<file path="src/hw/rtl/segment_reorder_receiver_macros.svh">
// Assertion macros for the segment reorder receiver.
`ifndef SEGMENT_REORDER_RECEIVER_MACROS_SVH
`define SEGMENT_REORDER_RECEIVER_MACROS_SVH
`ifndef SYNTHESIS
`define SRR_ASSERT(label, ante, cons) \
	label: assert property (@(posedge clk) disable iff (!arst_n) (ante) |-> (cons)) \
		else $error("srr assertion failed");
`define SRR_ASSERT_NEXT(label, ante, cons) \
	label: assert property (@(posedge clk) disable iff (!arst_n) (ante) |=> (cons)) \
		else $error("srr assertion failed");
`else
`define SRR_ASSERT(label, ante, cons)
`define SRR_ASSERT_NEXT(label, ante, cons)
`endif
`endif

</file>
<file path="src/hw/rtl/srr_pkg.sv">
// Types and constants shared by the segment reorder receiver modules.
package srr_pkg;

	localparam int SEQ_W = 32;
	localparam int LEN_W = 9;
	localparam int TAG_W = 8;

	localparam logic RES_DELIVER = 1'b0;
	localparam logic RES_ACK     = 1'b1;

	typedef struct packed {
		logic [SEQ_W-1:0] seq_number;
		logic [LEN_W-1:0] payload_length;
		logic [TAG_W-1:0] payload_tag;
		logic             final_segment;
	} seg_in_t;

	typedef struct packed {
		logic             result_kind;
		logic [SEQ_W-1:0] ack_number;
		logic [TAG_W-1:0] deliver_tag;
		logic [LEN_W-1:0] deliver_length;
		logic             deliver_fin;
		logic             dropped;
		logic             transfer_done;
		logic             last_result;
	} seg_out_t;

	// payload fields of a stored early segment
	typedef struct packed {
		logic [LEN_W-1:0] length;
		logic [TAG_W-1:0] tag;
		logic             fin;
	} slot_data_t;

	typedef enum logic [2:0] {
		ST_IDLE,
		ST_EVAL,
		ST_SEARCH,
		ST_DELIV,
		ST_ACK
	} back_state_t;

endpackage

</file>
<file path="src/hw/rtl/segment_reorder_receiver.sv">
// Top level of the segment reorder receiver.
`include "segment_reorder_receiver_macros.svh"

// Receive-side reorder buffer. Each accepted segment header yields zero or more
// in-order delivery items followed by one acknowledgement item (last_result set).
// Headers enter a two-deep queue, so two more can be accepted while one is being
// worked on. A header goes through dequeue, classify, stored-slot search and
// acknowledge; early, late or zero-length segments skip the search. Each stored
// segment that is drained adds a slot search and the registered read of the slot
// payload RAM. Output stalls hold the classify, drain and acknowledge steps. Stored
// segments left behind the expected byte stay in their slots: a late segment with
// the same number is neither stored nor delivered, so it does not clear them.
module segment_reorder_receiver #(
	parameter int REORDER_SLOTS = 8,
	parameter int MAX_PAYLOAD   = 500,
	parameter int TAG_BITS      = 8
) (
	input  logic              clk,
	input  logic              arst_n,
	input  logic              seg_valid,
	output logic              seg_stall,
	input  srr_pkg::seg_in_t  seg,
	output logic              res_valid,
	input  logic              res_stall,
	output srr_pkg::seg_out_t res
);
	import srr_pkg::*;

	logic    head_valid;
	seg_in_t head;
	logic    pop;

	srr_front #(
		.MAX_PAYLOAD(MAX_PAYLOAD),
		.TAG_BITS   (TAG_BITS)
	) u_front (
		.clk        (clk),
		.arst_n     (arst_n),
		.seg_valid  (seg_valid),
		.seg_stall  (seg_stall),
		.seg        (seg),
		.head_valid (head_valid),
		.head       (head),
		.pop        (pop)
	);

	srr_back #(
		.REORDER_SLOTS(REORDER_SLOTS)
	) u_back (
		.clk        (clk),
		.arst_n     (arst_n),
		.head_valid (head_valid),
		.head       (head),
		.pop        (pop),
		.res_valid  (res_valid),
		.res_stall  (res_stall),
		.res        (res)
	);

	// only the acknowledgement closes an item's results
	`SRR_ASSERT(a_last_is_ack, res_valid, (res.result_kind == RES_ACK) == res.last_result)
	`SRR_ASSERT(a_deliver_clean, res_valid && (res.result_kind == RES_DELIVER), (res.ack_number == '0) && !res.dropped && !res.transfer_done)
	`SRR_ASSERT(a_ack_clean, res_valid && (res.result_kind == RES_ACK), (res.deliver_tag == '0) && (res.deliver_length == '0) && !res.deliver_fin)
	`SRR_ASSERT(a_len_capped, res_valid, 17'(res.deliver_length) <= 17'(MAX_PAYLOAD))
	`SRR_ASSERT_NEXT(a_done_sticky, res_valid && !res_stall && (res.result_kind == RES_ACK) && res.transfer_done, !res_valid || (res.result_kind == RES_DELIVER) || res.transfer_done)
endmodule

</file>
<file path="src/hw/rtl/srr_ram.sv">
// Generic single-write, single-read RAM with registered read data.
module srr_ram #(
	parameter int WIDTH = 18,
	parameter int DEPTH = 8
) (
	input  logic                                     clk,
	input  logic                                     wr_en,
	input  logic [((DEPTH > 1) ? $clog2(DEPTH) : 1)-1:0] wr_addr,
	input  logic [WIDTH-1:0]                         wr_data,
	input  logic                                     rd_en,
	input  logic [((DEPTH > 1) ? $clog2(DEPTH) : 1)-1:0] rd_addr,
	output logic [WIDTH-1:0]                         rd_data
);
	logic [WIDTH-1:0] mem_q [DEPTH];
	logic [WIDTH-1:0] rd_data_q;

	always_ff @(posedge clk) begin
		if (wr_en) begin
			mem_q[wr_addr] <= wr_data;
		end
		if (rd_en) begin
			rd_data_q <= mem_q[rd_addr];
		end
	end

	assign rd_data = rd_data_q;
endmodule

</file>
<file path="src/hw/rtl/srr_front.sv">
// Front end: takes segment headers, clamps length, masks tag, queues them.
module srr_front #(
	parameter int MAX_PAYLOAD = 500,
	parameter int TAG_BITS    = 8
) (
	input  logic            clk,
	input  logic            arst_n,
	input  logic            seg_valid,
	output logic            seg_stall,
	input  srr_pkg::seg_in_t seg,
	output logic            head_valid,
	output srr_pkg::seg_in_t head,
	input  logic            pop
);
	import srr_pkg::*;

	localparam int LEN_CAP = (MAX_PAYLOAD < 511) ? MAX_PAYLOAD : 511;
	localparam logic [15:0] TAG_MASK = 16'((32'd1 << TAG_BITS) - 32'd1);

	seg_in_t     prepped;
	seg_in_t     fifo_q [2];
	logic        wr_ptr_q;
	logic        rd_ptr_q;
	logic [1:0]  count_q;
	logic        push;

	always_comb begin
		prepped = seg;
		if (17'(seg.payload_length) > 17'(MAX_PAYLOAD)) begin
			prepped.payload_length = LEN_W'(LEN_CAP);
		end
		prepped.payload_tag = seg.payload_tag & TAG_MASK[TAG_W-1:0];
	end

	assign seg_stall  = (count_q == 2'd2);
	assign push       = seg_valid && !seg_stall;
	assign head_valid = (count_q != 2'd0);
	assign head       = fifo_q[rd_ptr_q];

	always_ff @(posedge clk or negedge arst_n) begin
		if (!arst_n) begin
			wr_ptr_q <= 1'b0;
			rd_ptr_q <= 1'b0;
			count_q  <= 2'd0;
		end else begin
			if (push) begin
				wr_ptr_q <= !wr_ptr_q;
			end
			if (pop && head_valid) begin
				rd_ptr_q <= !rd_ptr_q;
			end
			case ({push, pop && head_valid})
				2'b10:   count_q <= count_q + 2'd1;
				2'b01:   count_q <= count_q - 2'd1;
				default: count_q <= count_q;
			endcase
		end
	end

	always_ff @(posedge clk) begin
		if (push) begin
			fifo_q[wr_ptr_q] <= prepped;
		end
	end
endmodule

</file>
<file path="src/hw/rtl/srr_back.sv">
// Back end: classifies queued segments, stores early ones (drops them when no slot is free), drains in order.
module srr_back #(
	parameter int REORDER_SLOTS = 8
) (
	input  logic             clk,
	input  logic             arst_n,
	input  logic             head_valid,
	input  srr_pkg::seg_in_t head,
	output logic             pop,
	output logic             res_valid,
	input  logic             res_stall,
	output srr_pkg::seg_out_t res
);
	import srr_pkg::*;

	localparam int N     = REORDER_SLOTS;
	localparam int IDX_W = (N > 1) ? $clog2(N) : 1;

	back_state_t       state_q, state_d;
	seg_in_t           item_q;
	logic [SEQ_W-1:0]  expected_q;
	logic              finished_q;
	logic              drop_q;
	logic [N-1:0]      slot_valid_q;
	logic [SEQ_W-1:0]  slot_seq_q [N];
	logic              res_valid_q;
	seg_out_t          res_q;

	logic [N-1:0]      seq_hit, exp_hit;
	logic              seq_any, free_any, exp_any;
	logic [IDX_W-1:0]  seq_idx, free_idx, exp_idx, pick_idx;
	logic              in_order, early, out_free;
	logic              do_eval, store, drop_set, deliver_item, read_slot;
	logic              deliver_slot, send_ack, emit, deliver_any;
	logic [LEN_W-1:0]  del_len;
	logic              del_fin;
	seg_out_t          emit_data;
	slot_data_t        wr_slot, rd_slot;
	logic [$bits(slot_data_t)-1:0] rd_raw;

	// slot number compare, two comparators per slot
	always_comb begin
		for (int i = 0; i < N; i++) begin
			seq_hit[i] = slot_valid_q[i] && (slot_seq_q[i] == item_q.seq_number);
			exp_hit[i] = slot_valid_q[i] && (slot_seq_q[i] == expected_q);
		end
	end

	// lowest-index pick
	always_comb begin
		seq_idx  = '0;
		free_idx = '0;
		exp_idx  = '0;
		for (int i = N - 1; i >= 0; i--) begin
			if (seq_hit[i]) begin
				seq_idx = IDX_W'(i);
			end
			if (!slot_valid_q[i]) begin
				free_idx = IDX_W'(i);
			end
			if (exp_hit[i]) begin
				exp_idx = IDX_W'(i);
			end
		end
	end

	assign seq_any  = |seq_hit;
	assign free_any = !(&slot_valid_q);
	assign exp_any  = |exp_hit;
	assign pick_idx = seq_any ? seq_idx : free_idx;

	assign in_order = (item_q.seq_number == expected_q);
	assign early    = (item_q.seq_number > expected_q);
	assign out_free = !res_valid_q || !res_stall;

	assign rd_slot = slot_data_t'(rd_raw);

	// next state
	always_comb begin
		state_d = state_q;
		unique case (state_q)
			ST_IDLE: begin
				if (head_valid) begin
					state_d = ST_EVAL;
				end
			end
			ST_EVAL: begin
				if (out_free) begin
					if (in_order && (item_q.payload_length != '0)) begin
						state_d = ST_SEARCH;
					end else begin
						state_d = ST_ACK;
					end
				end
			end
			ST_SEARCH: begin
				state_d = exp_any ? ST_DELIV : ST_ACK;
			end
			ST_DELIV: begin
				if (out_free) begin
					// zero length stops the drain
					state_d = (rd_slot.length != '0) ? ST_SEARCH : ST_ACK;
				end
			end
			ST_ACK: begin
				if (out_free) begin
					state_d = ST_IDLE;
				end
			end
			default: state_d = ST_IDLE;
		endcase
	end

	// control outputs
	always_comb begin
		pop          = (state_q == ST_IDLE) && head_valid;
		do_eval      = (state_q == ST_EVAL) && out_free;
		store        = do_eval && early && (seq_any || free_any);
		drop_set     = do_eval && early && !(seq_any || free_any);
		deliver_item = do_eval && in_order;
		read_slot    = (state_q == ST_SEARCH) && exp_any;
		deliver_slot = (state_q == ST_DELIV) && out_free;
		send_ack     = (state_q == ST_ACK) && out_free;
		deliver_any  = deliver_item || deliver_slot;
		emit         = deliver_any || send_ack;

		del_len = deliver_item ? item_q.payload_length : rd_slot.length;
		del_fin = deliver_item ? item_q.final_segment : rd_slot.fin;

		emit_data = '0;
		if (send_ack) begin
			emit_data.result_kind   = RES_ACK;
			emit_data.ack_number    = expected_q;
			emit_data.dropped       = drop_q;
			emit_data.transfer_done = finished_q;
			emit_data.last_result   = 1'b1;
		end else begin
			emit_data.result_kind    = RES_DELIVER;
			emit_data.deliver_tag    = deliver_item ? item_q.payload_tag : rd_slot.tag;
			emit_data.deliver_length = del_len;
			emit_data.deliver_fin    = del_fin;
		end

		wr_slot.length = item_q.payload_length;
		wr_slot.tag    = item_q.payload_tag;
		wr_slot.fin    = item_q.final_segment;
	end

	always_ff @(posedge clk or negedge arst_n) begin
		if (!arst_n) begin
			state_q      <= ST_IDLE;
			expected_q   <= '0;
			finished_q   <= 1'b0;
			drop_q       <= 1'b0;
			slot_valid_q <= '0;
			res_valid_q  <= 1'b0;
		end else begin
			state_q <= state_d;
			if (pop) begin
				drop_q <= 1'b0;
			end else if (drop_set) begin
				drop_q <= 1'b1;
			end
			if (deliver_any) begin
				expected_q <= expected_q + SEQ_W'(del_len);
				if (del_fin) begin
					finished_q <= 1'b1;
				end
			end
			if (deliver_item) begin
				slot_valid_q <= slot_valid_q & ~seq_hit;
			end else if (store) begin
				slot_valid_q[pick_idx] <= 1'b1;
			end else if (read_slot) begin
				slot_valid_q[exp_idx] <= 1'b0;
			end
			if (emit) begin
				res_valid_q <= 1'b1;
			end else if (!res_stall) begin
				res_valid_q <= 1'b0;
			end
		end
	end

	always_ff @(posedge clk) begin
		if (pop) begin
			item_q <= head;
		end
		if (store) begin
			slot_seq_q[pick_idx] <= item_q.seq_number;
		end
		if (emit) begin
			res_q <= emit_data;
		end
	end

	srr_ram #(
		.WIDTH($bits(slot_data_t)),
		.DEPTH(N)
	) u_slot_ram (
		.clk     (clk),
		.wr_en   (store),
		.wr_addr (pick_idx),
		.wr_data (wr_slot),
		.rd_en   (read_slot),
		.rd_addr (exp_idx),
		.rd_data (rd_raw)
	);

	assign res_valid = res_valid_q;
	assign res       = res_q;
endmodule
</file>
<file path="config.mk">
export PLATFORM = sky130hd
export DESIGN_NAME = segment_reorder_receiver
export DESIGN_NICKNAME = d
export VERILOG_FILES = /design/src/hw/rtl/srr_pkg.sv /design/src/hw/rtl/segment_reorder_receiver.sv /design/src/hw/rtl/srr_ram.sv /design/src/hw/rtl/srr_front.sv /design/src/hw/rtl/srr_back.sv
export VERILOG_INCLUDE_DIRS = /design/src /design/src/hw/rtl
export SDC_FILE = /design/constraint.sdc
export NUM_CORES = 1
export LEC_CHECK = 0
export ABC_AREA = 1
export ABC_CLOCK_PERIOD_IN_PS = 12700
export BUFFER_PORTS_ARGS = -buffer_cell sky130_fd_sc_hd__buf_2
export CAP_MARGIN = 20
export CELL_PAD_IN_SITES_DETAIL_PLACEMENT = 1
export CELL_PAD_IN_SITES_GLOBAL_PLACEMENT = 2
export CORE_ASPECT_RATIO = 1.4
export CORE_MARGIN = 3
export CORE_UTILIZATION = 43
export CTS_BUF_LIST = sky130_fd_sc_hd__clkbuf_4 sky130_fd_sc_hd__clkbuf_8 sky130_fd_sc_hd__clkbuf_16
export DETAILED_ROUTE_END_ITERATION = 6
export PLACE_DENSITY_LB_ADDON = 0.12
export RECOVER_POWER = 100
export SLEW_MARGIN = 10
export SYNTH_ARGS = -nofsm -noshare
export SYNTH_HDL_FRONTEND = slang
export SYNTH_HIERARCHICAL = 1
export SYNTH_SLANG_ARGS = --single-unit
</file>
<file path="constraint.sdc">
create_clock -name clk -period 12.7 [get_ports clk]
set_input_delay 0 -clock clk [delete_from_list [all_inputs] [get_ports clk]]
set_output_delay 0 -clock clk [all_outputs]
set_load 0.03 [all_outputs]
</file>
* After elaboration in Yosys (flattened, before gate mapping)
Memory sizes are Yosys's and may differ from the RTL's. A register that Yosys moved wholly into a read port is not among the register bits.
Index checks and enable logic that the tools add are counted.
** Word-level totals
- Register bits :: 104
- RAM bits :: 500
- Input port bits :: 54
- Output and inout port bits :: 56
- Word-level logic and storage cells :: 171
- Memories kept :: 3
** Memories
- u_back.slot_seq_q :: depth 8, bits a word 32, read ports 8, clocked after memory_dff 0, wr ports 1, RTL line srr_back.sv:25 : logic [SEQ_W-1:0] slot_seq_q [N];
- u_back.u_slot_ram.mem_q :: depth 8, bits a word 18, read ports 1, clocked after memory_dff 1, wr ports 1, RTL line srr_ram.sv:14 : logic [WIDTH-1:0] mem_q [DEPTH];
- u_front.fifo_q :: depth 2, bits a word 50, read ports 1, clocked after memory_dff 1, wr ports 1, RTL line srr_front.sv:21 : seg_in_t fifo_q [2];
** Cells by class
- Add/sub/neg operators :: 3
- Order comparisons :: 6
- Eq/ne operators :: 29
- Muxes and demuxes :: 55
- Bitwise logic cells :: 5
- Reduce and logical (&&, ||, !) cells :: 53
** Operators by type and width (count)
- $eq 32x32->1 :: 17
- $mux 3 :: 32
- $add 32x9->32 :: 1
- $gt 32x32->1 :: 1
- $mux 8 :: 4
- $logic_and 1x1->1 :: 30
- $mux 9 :: 2
- $reduce_bool 9->1 :: 2
- $and 8x8->8 :: 2
- $not 8->8 :: 2
- $reduce_or 8->1 :: 2
- $pmux 3 s5 :: 1
- $mux 1 :: 13
- $ne 2x1->1 const B :: 5
- $gt 9x9->1 const B :: 1
- $lt 3x4->1 const B :: 2
- $or 8x8->8 :: 1
- $reduce_and 8->1 :: 1
- $logic_not 1->1 :: 7
- $demux 1 s3 :: 2
- $eq 3x2->1 const B :: 2
- $ge 3x1->1 const B :: 2
- $reduce_bool 2->1 :: 3
- $eq 2x2->1 const B :: 2
- 11 further kinds :: 14

* Logic depth before layout (Yosys ltp)
Gate-level depths: netlist (run 1).
An unclocked memory read counts as a cell.
- Word-level depth :: 20
- Gate-level depth with buffers :: 29
- Mapped depth without buffers :: 26

* Modules after synthesis
Netlist (run 1), hierarchy kept.
** Modules (own cells, without submodules)
- srr_back :: times used 1, cells an instance 3081, area each 25273.0 µm², sequential area each 11931.4 µm²
- srr_ram :: times used 1, cells an instance 657, area each 6917.9 µm², sequential area each 4864.7 µm²
- srr_front :: times used 1, cells an instance 306, area each 3927.5 µm², sequential area each 3103.0 µm²

* Worst setup path before layout (run 1)
Ideal clock, no wire load.
- Kind :: register to register
- From :: reg u_back.state_q[0]
- To :: reg u_front.count_q[1]
- Library setup time :: 117 ps
- Data arrival time :: 5103 ps
- Required time :: 12583 ps
- Path slack :: 7480 ps
- Stages on the path, launching flop included :: 11
- Buffers on the path :: 0
- Clock period less this slack :: 5220 ps
- Path through :: dfrtp_1 -> nor2_1 -> inv_1 -> nor3_1 -> nand2_1 -> inv_1 -> ha_1 -> inv_1 -> nand3_1 -> nand2_1 -> nand2_1
** Between the ends
- Longest elaborated chain between the ends :: 5
- Elaborated cells on any way between the ends :: 7
- Classes of those cells :: eq/ne: 2; mux: 1; reduce/logical: 4
** RTL lines
- start, declared :: RTL line srr_back.sv:19 : back_state_t state_q, state_d;
- start signal, assigned :: RTL line srr_back.sv:158 : state_q <= state_d;
- $logic_not 3->1 * :: RTL line srr_back.sv:116 : pop = (state_q == ST_IDLE) && head_valid;
- $logic_and 1x1->1 * :: RTL line srr_back.sv:116
- net pop :: RTL line segment_reorder_receiver.sv:31 : logic pop;
- $logic_and 1x1->1 * :: RTL line srr_front.sv:52 : case ({push, pop && head_valid})
- $eq 2x1->1 / $eq 2x2->1 (equally long branches) :: RTL line srr_front.sv:52
- $pmux 2 s2 / $reduce_bool 2->1 (equally long branches)
- end signal, assigned :: RTL line srr_front.sv:53 : 2'b10: count_q <= count_q + 2'd1;
- end signal, assigned :: RTL line srr_front.sv:54 : 2'b01: count_q <= count_q - 2'd1;
- end signal, assigned :: RTL line srr_front.sv:55 : default: count_q <= count_q;
- end, declared :: RTL line srr_front.sv:24 : logic [1:0] count_q;
Mark *: on every way through the listed nets, which the timed path passes. The rest lies on a longest branch.
A chain may end at the register's enable or synchronous reset.

* Worst setup path after layout (run 1)
- From :: reg u_back.expected_q[15]
- To :: reg u_back.expected_q[28]
** Between the ends
- Longest elaborated chain between the ends :: 4
- Elaborated cells on any way between the ends :: 5
- Classes of those cells :: add/sub: 1; eq/ne: 1; mux: 1; reduce/logical: 2
** RTL lines
- start, declared :: RTL line srr_back.sv:21 : logic [SEQ_W-1:0] expected_q;
- start signal, assigned :: RTL line srr_back.sv:165 : expected_q <= expected_q + SEQ_W'(del_len);
- $eq 32x32->1 :: RTL line srr_back.sv:72 : assign in_order = (item_q.seq_number == expected_q);
- $logic_and 1x1->1 :: RTL line srr_back.sv:120 : deliver_item = do_eval && in_order;
- $mux 9 :: RTL line srr_back.sv:127 : del_len = deliver_item ? item_q.payload_length : rd_slot.length;
- net u_back.del_len[2] :: RTL line srr_back.sv:35 : logic [LEN_W-1:0] del_len;
- $add 32x9->32 :: RTL line srr_back.sv:165
The timed path passes the listed nets, and every way through them passes these cells.

==> flow_metrics.py, run 1 <==
metrics = {
    "run_status": {
        "run_status": "complete, but fails checks",
        "failing_checks": "capacitance limit, slew limit",
    },
    "routing": {
        "remaining_drc_errors": 0,
        "first_iter_violations": 3062,
        "routedWlPerCell_um": 35.2,
        "viasPerCell": 5.75,
        "dr.pass1.iters": 5,
        "wirelength_um": 187000,
        "ant_nets": 0,
        "total_vias_in_the_final_route": 30600,
    },
    "power_and_ir_drop": {
        "power.share.sequential": 0.456,
        "internal-power_mw": 4.69,
        "irDropWorstVdd_mv": 0.157,
        "cellPowerDensity_nw_per_um2": 189,
        "switching_share": 0.376,
        "leakage_nw": 16.7,
        "power.clock.fraction": 0.293,
        "net-switching-power_mw": 2.83,
        "share_comb_of_total_power": 0.251,
    },
    "clocking": {
        "cts_tree": "built",
        "clock_insertion_delay_worst_skew_ps": 660,
        "cts_sinks": 671,
        "post_cts_buffers": 0,
        "htree_levels": 3,
        "numCtsBuffers": 70,
        "clock-root-buffer": "sky130_fd_sc_hd__clkbuf_16",
        "clkSlewWorstSetupHoldPaths_ps": 60,
        "clk_path_buf_depth": 3,
    },
    "timing": {
        "totalNegativeSetupSlack_ps": 0,
        "timing.fmax_mhz": 113,
        "slew_headroom": -1.72,
        "finalSetupViolCount": 0,
        "timing_max_transition_violations_final": 820,
        "post_route_fraction_of_the_period_consumed_by_the_critical_path": 0.694,
        "finalWorstPathRequiredPeriod_ps": 8810,
        "report.final.hold_viol_count": 0,
        "worst_clock_skew_ps": 38.1,
        "rsz0062_at_grt": "no",
        "final_critical_path_setup_slack_ps": 3890,
        "max_slew.worst_pin.slew_ps": 4080,
    },
    "synth": {
        "syn_avg_cell_area_um2": 8.93,
        "synth_top_flop_cell": "sky130_fd_sc_hd__edfxtp_1",
        "netlist_area_um2": 36100,
        "synth_sequential_area_ratio": 0.551,
        "count_of_flip_flops_with_a_built_in_enable_after_synthesis": 621,
        "synth.distinct_cells": 62,
        "yosysWarningCount": 6,
        "gate_count_of_the_mapped_netlist": 4044,
        "synth-async-reset-ratio": 0.0745,
        "synth-seq-cells": 671,
        "syn-num-nets": 4141,
    },
    "layout": {
        "finalInstanceArea_um2": 39900,
        "layout_commonest_cell": "sky130_fd_sc_hd__nand2_1",
        "final_net_count": 4279,
        "fillers": 9773,
        "layout-drive-gt1-share": 0.0663,
        "most-common-layout-cells": "sky130_fd_sc_hd__nand2_1, sky130_fd_sc_hd__edfxtp_1, sky130_fd_sc_hd__inv_1",
        "layout.area.seq_um2": 19900,
        "area.growth.synth_to_final_pct": 10.3,
        "multiInputGateArea_um2": 13000,
    },
    "floorplan": {
        "die_area_um2": 87600,
        "core_ar_um2": 83200,
        "fp-row-count": 125,
        "ios": 110,
        "die-height_um": 349,
        "initial_core_util": 0.434,
        "floorplan.die.width_um": 251,
    },
    "setup_path": {
        "critPathCapture": "u_back/expected_q[28]$_DFFE_PN0P_",
        "r2r_end": "u_back/expected_q[28]$_DFFE_PN0P_",
        "timing.setup.critical_path_class": "reg2reg",
        "reg2reg_from": "u_back/expected_q[15]$_DFFE_PN0P_",
        "type_of_element_capturing_the_critical_path": "flop",
        "worst_ep_required_time_ps": 13250,
        "cp_max_fo": 29,
        "ff2ff_setup_slack_ps": 3890,
        "critPathLaunchType": "flop",
        "worst-endpoint-arrival_ps": 9370,
        "worst-r2r-cell-count": 23,
        "critical_path.startpoint": "u_back/expected_q[15]$_DFFE_PN0P_",
    },
    "global_route": {
        "grt_pass1_vias": 31400,
        "track_usage": 0.427,
        "grt_antenna_before_repair": 14,
        "gr-total-overflow": 0,
        "global_route_wire_length_before_repair_um": 253000,
        "grt_max_degree": 78,
    },
    "worst_hold_path": {
        "hold_crit_path_type": "in2reg",
    },
    "placed_design": {
        "buffer_ports.inserted": 109,
        "place_ws_ps": 6150,
        "placement.cell_area_um2": 37300,
        "hpwl_um": 145000,
        "routabilityCongestion": 1.08,
    },
    "flow_run": {
        "cap_violations": 24,
    },
}
## power groups by stage
stage                     clock, mW  sequential [mW]  combinational (mW)
after floorplan                   0             3.25                1.11
after detailed placement          0             3.44                1.83
after global placement            0             3.42                1.80
after global routing           2.31             3.46                1.96
after CTS                      2.22             3.41                1.85
final                          2.21             3.43                1.88
## final cells by class
| cell class | instances | share of cell area |
|---|---|---|
| antenna | 8 | 0.000502 |
| clock buffer | 92 | 0.0490 |
| clock inverter | 36 | 0.0109 |
| inverter | 519 | 0.0496 |
| multi-input combinational | 2713 | 0.327 |
| sequential | 671 | 0.499 |
| tap | 1079 | 0.0339 |
| timing repair buffer | 207 | 0.0294 |
## how the worst min path moves through the flow
stage	end	depth (start not counted)	startpoint	slack, ps
floorplan	u_back/drop_q$_DFFE_PN0P_	0	arst_n	-300
global placement	u_back/expected_q[29]$_DFFE_PN0P_	1	arst_n	-200
detailed placement	u_back/expected_q[29]$_DFFE_PN0P_	1	arst_n	-200
CTS	u_front/fifo_q[0][8]$_DFFE_PP_	2	seg[8]	60
global route	u_front/fifo_q[0][23]$_DFFE_PP_	2	seg[23]	90
finish	u_front/fifo_q[0][23]$_DFFE_PP_	2	seg[23]	110
## sequential cells by signal (all words and copies together), names as in the netlist, 2 cells and up
signal / flops
u_back/item_q: 50
u_back/u_slot_ram/rd_data: 18
u_back/res: 53
u_back/expected_q: 32
u_back/u_slot_ram/mem_q: 144
u_back/slot_valid_q: 8
u_front/count_q: 2
u_back/slot_seq_q: 256
u_front/fifo_q: 100
u_back/state_q: 3
## worst max-delay path, stage by stage, from the launching register on
cell and delay [ps]:
sky130_fd_sc_hd__dfrtp_1 630, sky130_fd_sc_hd__inv_1 410, sky130_fd_sc_hd__ha_1 450, sky130_fd_sc_hd__nand4_1 240, sky130_fd_sc_hd__or2_0 450, sky130_fd_sc_hd__nor4_1 910, sky130_fd_sc_hd__nand2_1 280, sky130_fd_sc_hd__nor2_2 160
sky130_fd_sc_hd__clkbuf_1 1080, sky130_fd_sc_hd__a21oi_1 190, sky130_fd_sc_hd__ha_1 410, sky130_fd_sc_hd__nand2_1 70, sky130_fd_sc_hd__nor2_1 90, sky130_fd_sc_hd__a211oi_1 80, sky130_fd_sc_hd__o21ai_0 460, sky130_fd_sc_hd__a31oi_1 400
sky130_fd_sc_hd__nor2_1 450, sky130_fd_sc_hd__nand3_2 120, sky130_fd_sc_hd__nor3_1 920, sky130_fd_sc_hd__nand2_2 130, sky130_fd_sc_hd__nor2_1 490, sky130_fd_sc_hd__nand2_1 120, sky130_fd_sc_hd__nand2_1 90, sky130_fd_sc_hd__nand2_1 50
## routing by layer
metal / share of wire / global-route usage
met5: 0.00021 / 0
met4: 0.11 / 0.364
met3: 0.069 / 0.0803
met2: 0.47 / 0.716
met1: 0.35 / 0.467
## cell usage after synthesis (50+ instances only)
library cell | n | area (um2)
sky130_fd_sc_hd__dfrtp_1 | 50 | 1250
sky130_fd_sc_hd__xnor2_1 | 196 | 1720
sky130_fd_sc_hd__nand3_1 | 176 | 881
sky130_fd_sc_hd__inv_2 | 91 | 342
sky130_fd_sc_hd__a21oi_1 | 53 | 265
sky130_fd_sc_hd__o21ai_0 | 58 | 290
sky130_fd_sc_hd__xor2_1 | 50 | 438
sky130_fd_sc_hd__edfxtp_1 | 621 | 18600
sky130_fd_sc_hd__nor2_1 | 381 | 1430
sky130_fd_sc_hd__nand2_1 | 1433 | 5380
sky130_fd_sc_hd__nand4_1 | 125 | 782
sky130_fd_sc_hd__inv_1 | 413 | 1550
## stage by stage
stage                      util  power, mW  hold WS [ps]  instances
after CTS                 0.483       7.48          57.1       5315
after global placement    0.448       5.22          -205       5131
after detailed placement  0.448       5.27          -203       5131
after floorplan               -       4.35          -296       4044
final                     0.479       7.52           108       5325
after global routing      0.479       7.73          90.0       5317
## kinds of logic after synthesis
group / after synthesis / share of synthesized area
xor+xnor: 246 / 0.0597
flops: 671 / 0.551
simple gates: 2278 / 0.266
compound gates: 146 / 0.0230
fa+ha+maj: 43 / 0.0151
buf+inv: 660 / 0.0855
## what timing repair did
item,CTS,global route
gates resized for setup,0,0
hold endpoints to repair,174,0
hold buffers,56,0
Power figures use the tool's default switching activity.
==> run 2, diff against run 1 <==
- ABC_AREA: 1 -> 0
- ABC_CLOCK_PERIOD_IN_PS: 12700 -> 8800
- CORE_UTILIZATION: 43 -> 46
- clock period: 12.7 -> 8.8 ns (I/O delays scaled with it)
==> run 2 against run 1 <==
The run still ends with capacitance limit, slew limit left. Largest cell class unchanged. Utilization rose by 5.1 points. Largest power group unchanged. Clock skew shrank 13 ps. Critical path depth decreased by 12. Sequential cell count did not move. Power is 42% higher. Sequential power increased by 38%.
==> flow_metrics.py, run 2 <==
metrics = {
    "layout": {
        "area.growth.synth_to_final_pct": 13.5,
        "layout_commonest_cell": "sky130_fd_sc_hd__edfxtp_1",
        "most-common-layout-cells": "sky130_fd_sc_hd__edfxtp_1, sky130_fd_sc_hd__xnor2_1, sky130_fd_sc_hd__xor2_1",
        "number_of_flip_flops_under_the_largest_register_name": 256,
        "finalInstanceArea_um2": 36100,
        "reg_top3": "u_back/slot_seq_q x256, u_back/u_slot_ram/mem_q x144, u_front/fifo_q x100",
        "final_net_count": 2542,
        "regMostFlops": "u_back/slot_seq_q",
        "fillers": 6742,
        "layout-drive-gt1-share": 0.0892,
        "final_cell_count_no_fill": 3420,
    },
    "clocking": {
        "clock-root-buffer": "sky130_fd_sc_hd__clkbuf_16",
        "clock_insertion_delay_worst_skew_ps": 620,
        "numCtsBuffers": 70,
        "clk_path_buf_depth": 3,
        "htree_levels": 3,
        "clkSlewWorstSetupHoldPaths_ps": 60,
        "cts_sinks": 671,
        "cts_tree": "built",
        "post_cts_resize_count": 0,
    },
    "run_status": {
        "run_status": "complete, but fails checks",
        "failing_checks": "capacitance limit, slew limit",
    },
    "synth": {
        "gate_count_of_the_mapped_netlist": 2222,
        "synth_top_flop_cell": "sky130_fd_sc_hd__edfxtp_1",
        "synth_sequential_area_ratio": 0.625,
        "yosys.cell_count.top_type": "sky130_fd_sc_hd__edfxtp_1",
        "netlist_top_cells_area": "sky130_fd_sc_hd__edfxtp_1, sky130_fd_sc_hd__xnor2_1, sky130_fd_sc_hd__xor2_1",
        "synth-async-reset-ratio": 0.0745,
        "syn-num-nets": 2319,
        "netlist.area_leader.share": 0.586,
        "yosysWarningCount": 6,
        "synth.cells.most_frequent": "sky130_fd_sc_hd__edfxtp_1, sky130_fd_sc_hd__xnor2_1, sky130_fd_sc_hd__xor2_1, sky130_fd_sc_hd__nor4_1",
        "count_of_flip_flops_with_a_built_in_enable_after_synthesis": 621,
        "syn_avg_cell_area_um2": 14.3,
        "synth-seq-cells": 671,
        "synth.distinct_cells": 80,
        "yosysTopAreaCell": "sky130_fd_sc_hd__edfxtp_1",
        "netlist_area_um2": 31800,
    },
    "routing": {
        "dr.pass1.iters": 5,
        "viasPerCell": 5.88,
        "ant_nets": 0,
        "first_iter_violations": 1546,
        "total_vias_in_the_final_route": 20100,
        "routedWlPerCell_um": 32.7,
        "wirelength_um": 112000,
        "remaining_drc_errors": 0,
    },
    "floorplan": {
        "ios": 110,
        "die_area_um2": 72400,
        "fp-row-count": 113,
        "floorplan.die.width_um": 228,
        "initial_core_util": 0.467,
        "core_ar_um2": 68100,
        "die-height_um": 317,
    },
    "worst_hold_path": {
        "hold_path_depth": 2,
        "hold_crit_path_type": "in2reg",
        "min-delay-start": "seg[2]",
    },
    "placed_design": {
        "placedCellCount": 3236,
        "placement.cell_area_um2": 33700,
        "routabilityCongestion": 0.917,
        "hpwl_um": 75200,
        "buffer_ports.inserted": 109,
    },
    "timing": {
        "finalSetupViolCount": 0,
        "timing.fmax_mhz": 135,
        "totalNegativeSetupSlack_ps": 0,
        "finalWorstPathRequiredPeriod_ps": 7410,
        "timing_max_transition_violations_final": 1093,
        "max_slew.worst_pin.slew_ps": 3510,
        "post_route_fraction_of_the_period_consumed_by_the_critical_path": 0.842,
        "slew_headroom": -1.34,
        "report.final.hold_viol_count": 0,
        "whs_ps": 108,
        "rsz0062_at_grt": "no",
        "worst_clock_skew_ps": 24.6,
    },
    "setup_path": {
        "cp_max_fo": 33,
        "worst-r2r-cell-count": 11,
        "critPathLaunchType": "flop",
        "path_cells": "clkbuf_1, xnor2_1, nand4_1, nor4_1, nand3_1, nand4_1, or2_2, a2bb2oi_1, inv_1, nor3_1, clkbuf_1",
        "timing.critical_path.buf_inv": 3,
        "worst_path_top_cell_family_by_delay": "buffers and inverters",
        "type_of_element_capturing_the_critical_path": "flop",
        "crit_slowest_cell": "sky130_fd_sc_hd__clkbuf_1",
        "timing.setup.critical_path_class": "reg2reg",
        "critical_path_stages": 11,
        "worst-endpoint-arrival_ps": 7600,
        "worst_ep_required_time_ps": 8990,
        "critical_path.startpoint": "u_back/item_q[27]$_DFFE_PP_",
        "critical_path.max_stage_delay_ps": 1540,
        "reg2reg_from": "u_back/item_q[27]$_DFFE_PP_",
    },
    "global_route": {
        "gr-total-overflow": 0,
        "grt_max_degree": 55,
        "global_route_wire_length_before_repair_um": 157000,
        "grt_pass1_vias": 21800,
        "grt_antenna_before_repair": 1,
        "track_usage": 0.309,
    },
    "power_and_ir_drop": {
        "switching_share": 0.347,
        "internal-power_mw": 6.99,
        "leakage_nw": 11.9,
        "power.clock.fraction": 0.280,
        "irDropWorstVdd_mv": 0.196,
        "share_comb_of_total_power": 0.276,
        "totalPowerFinal_mw": 10.7,
        "cellPowerDensity_nw_per_um2": 296,
        "net-switching-power_mw": 3.71,
        "power.share.sequential": 0.444,
    },
    "flow_run": {
        "cap_violations": 44,
    },
}
==> run 2: changes by cell type after synthesis, sizes merged, moves of 27 or more <==
| cell | previous run | this run |
|---|---|---|
| nor4 | 14 | 106 |
| or2 | 34 | 7 |
| mux2 | 0 | 68 |
| mux4 | 0 | 36 |
| buf | 125 | 82 |
| nand3 | 182 | 44 |
| xnor2 | 196 | 315 |
| nand2 | 1441 | 104 |
| o21ai | 65 | 31 |
| inv | 515 | 51 |
| nor2 | 395 | 50 |
| xor2 | 50 | 225 |
| and2 | 4 | 41 |
==> run 2: logic make-up after synthesis <==
group,share of synthesized area
flops,0.625
simple gates,0.102
xor+xnor,0.149
buf+inv,0.0248
compound gates,0.0276
mux,0.0544
fa+ha+maj,0.0171
==> run 2: layer usage <==
| metal | vias to the layer above | share of wire | track usage |
|---|---|---|---|
| met4 | 0 | 0.071 | 0.188 |
| met5 | - | 0 | 0 |
| met3 | 257 | 0.048 | 0.0417 |
| met2 | 699 | 0.51 | 0.553 |
| met1 | 10400 | 0.37 | 0.352 |
| li1 | 8720 | - | - |
==> run 2: per-stage QoR <==
step | setup WS (ps) | util
final | 1390 | 0.530
after global routing | 1250 | 0.530
after floorplan | 1470 | -
after CTS | 2490 | 0.536
after detailed placement | 2450 | 0.495
after global placement | 2610 | 0.494
==> run 2: cell type report <==
| class | count | area, um2 | area share |
|---|---|---|---|
| Clock inverter | 39 | 394 | 0.0109 |
| Sequential cell | 671 | 19900 | 0.551 |
| Clock buffer | 87 | 1890 | 0.0522 |
| Timing Repair Buffer | 258 | 1450 | 0.0402 |
| Antenna cell | 1 | 2.50 | 0.0000693 |
| Inverter | 51 | 191 | 0.00530 |
| Tap cell | 920 | 1150 | 0.0319 |
| Multi-Input combinational cell | 1393 | 11100 | 0.308 |
==> run 2: power by group through the flow <==
stage / logic, mW / registers (mW) / clock network [mW]
6_report: 2.95 / 4.75 / 3.00
3_3_place_gp: 2.99 / 4.74 / 0
4_1_cts: 3.06 / 4.71 / 3.06
5_1_grt: 3.10 / 4.80 / 3.18
3_5_place_dp: 3.03 / 4.78 / 0
2_1_floorplan: 1.58 / 4.85 / 0
==> run 2: repair_timing <==
| item | CTS | global route |
|---|---|---|
| endpoints found under the hold margin | 164 | 0 |
| buffers inserted | 0 | 0 |
| hold buffers | 55 | 0 |
==> run 2: worst paths after layout <==
kind / endpoint / slack (ps)
setup / recovery: u_back/slot_seq_q[0][19]$_DFFE_PP_ / 1390
hold / removal: u_front/fifo_q[0][2]$_DFFE_PP_ / 110
setup reg to reg: u_back/slot_seq_q[0][19]$_DFFE_PP_ / 1390
hold reg to reg: u_back/finished_q$_DFFE_PN0P_ / 470
max in group asynchronous: u_back/expected_q[21]$_DFFE_PN0P_ / 5570
min in group asynchronous: u_front/wr_ptr_q$_DFFE_PN0P_ / 1210
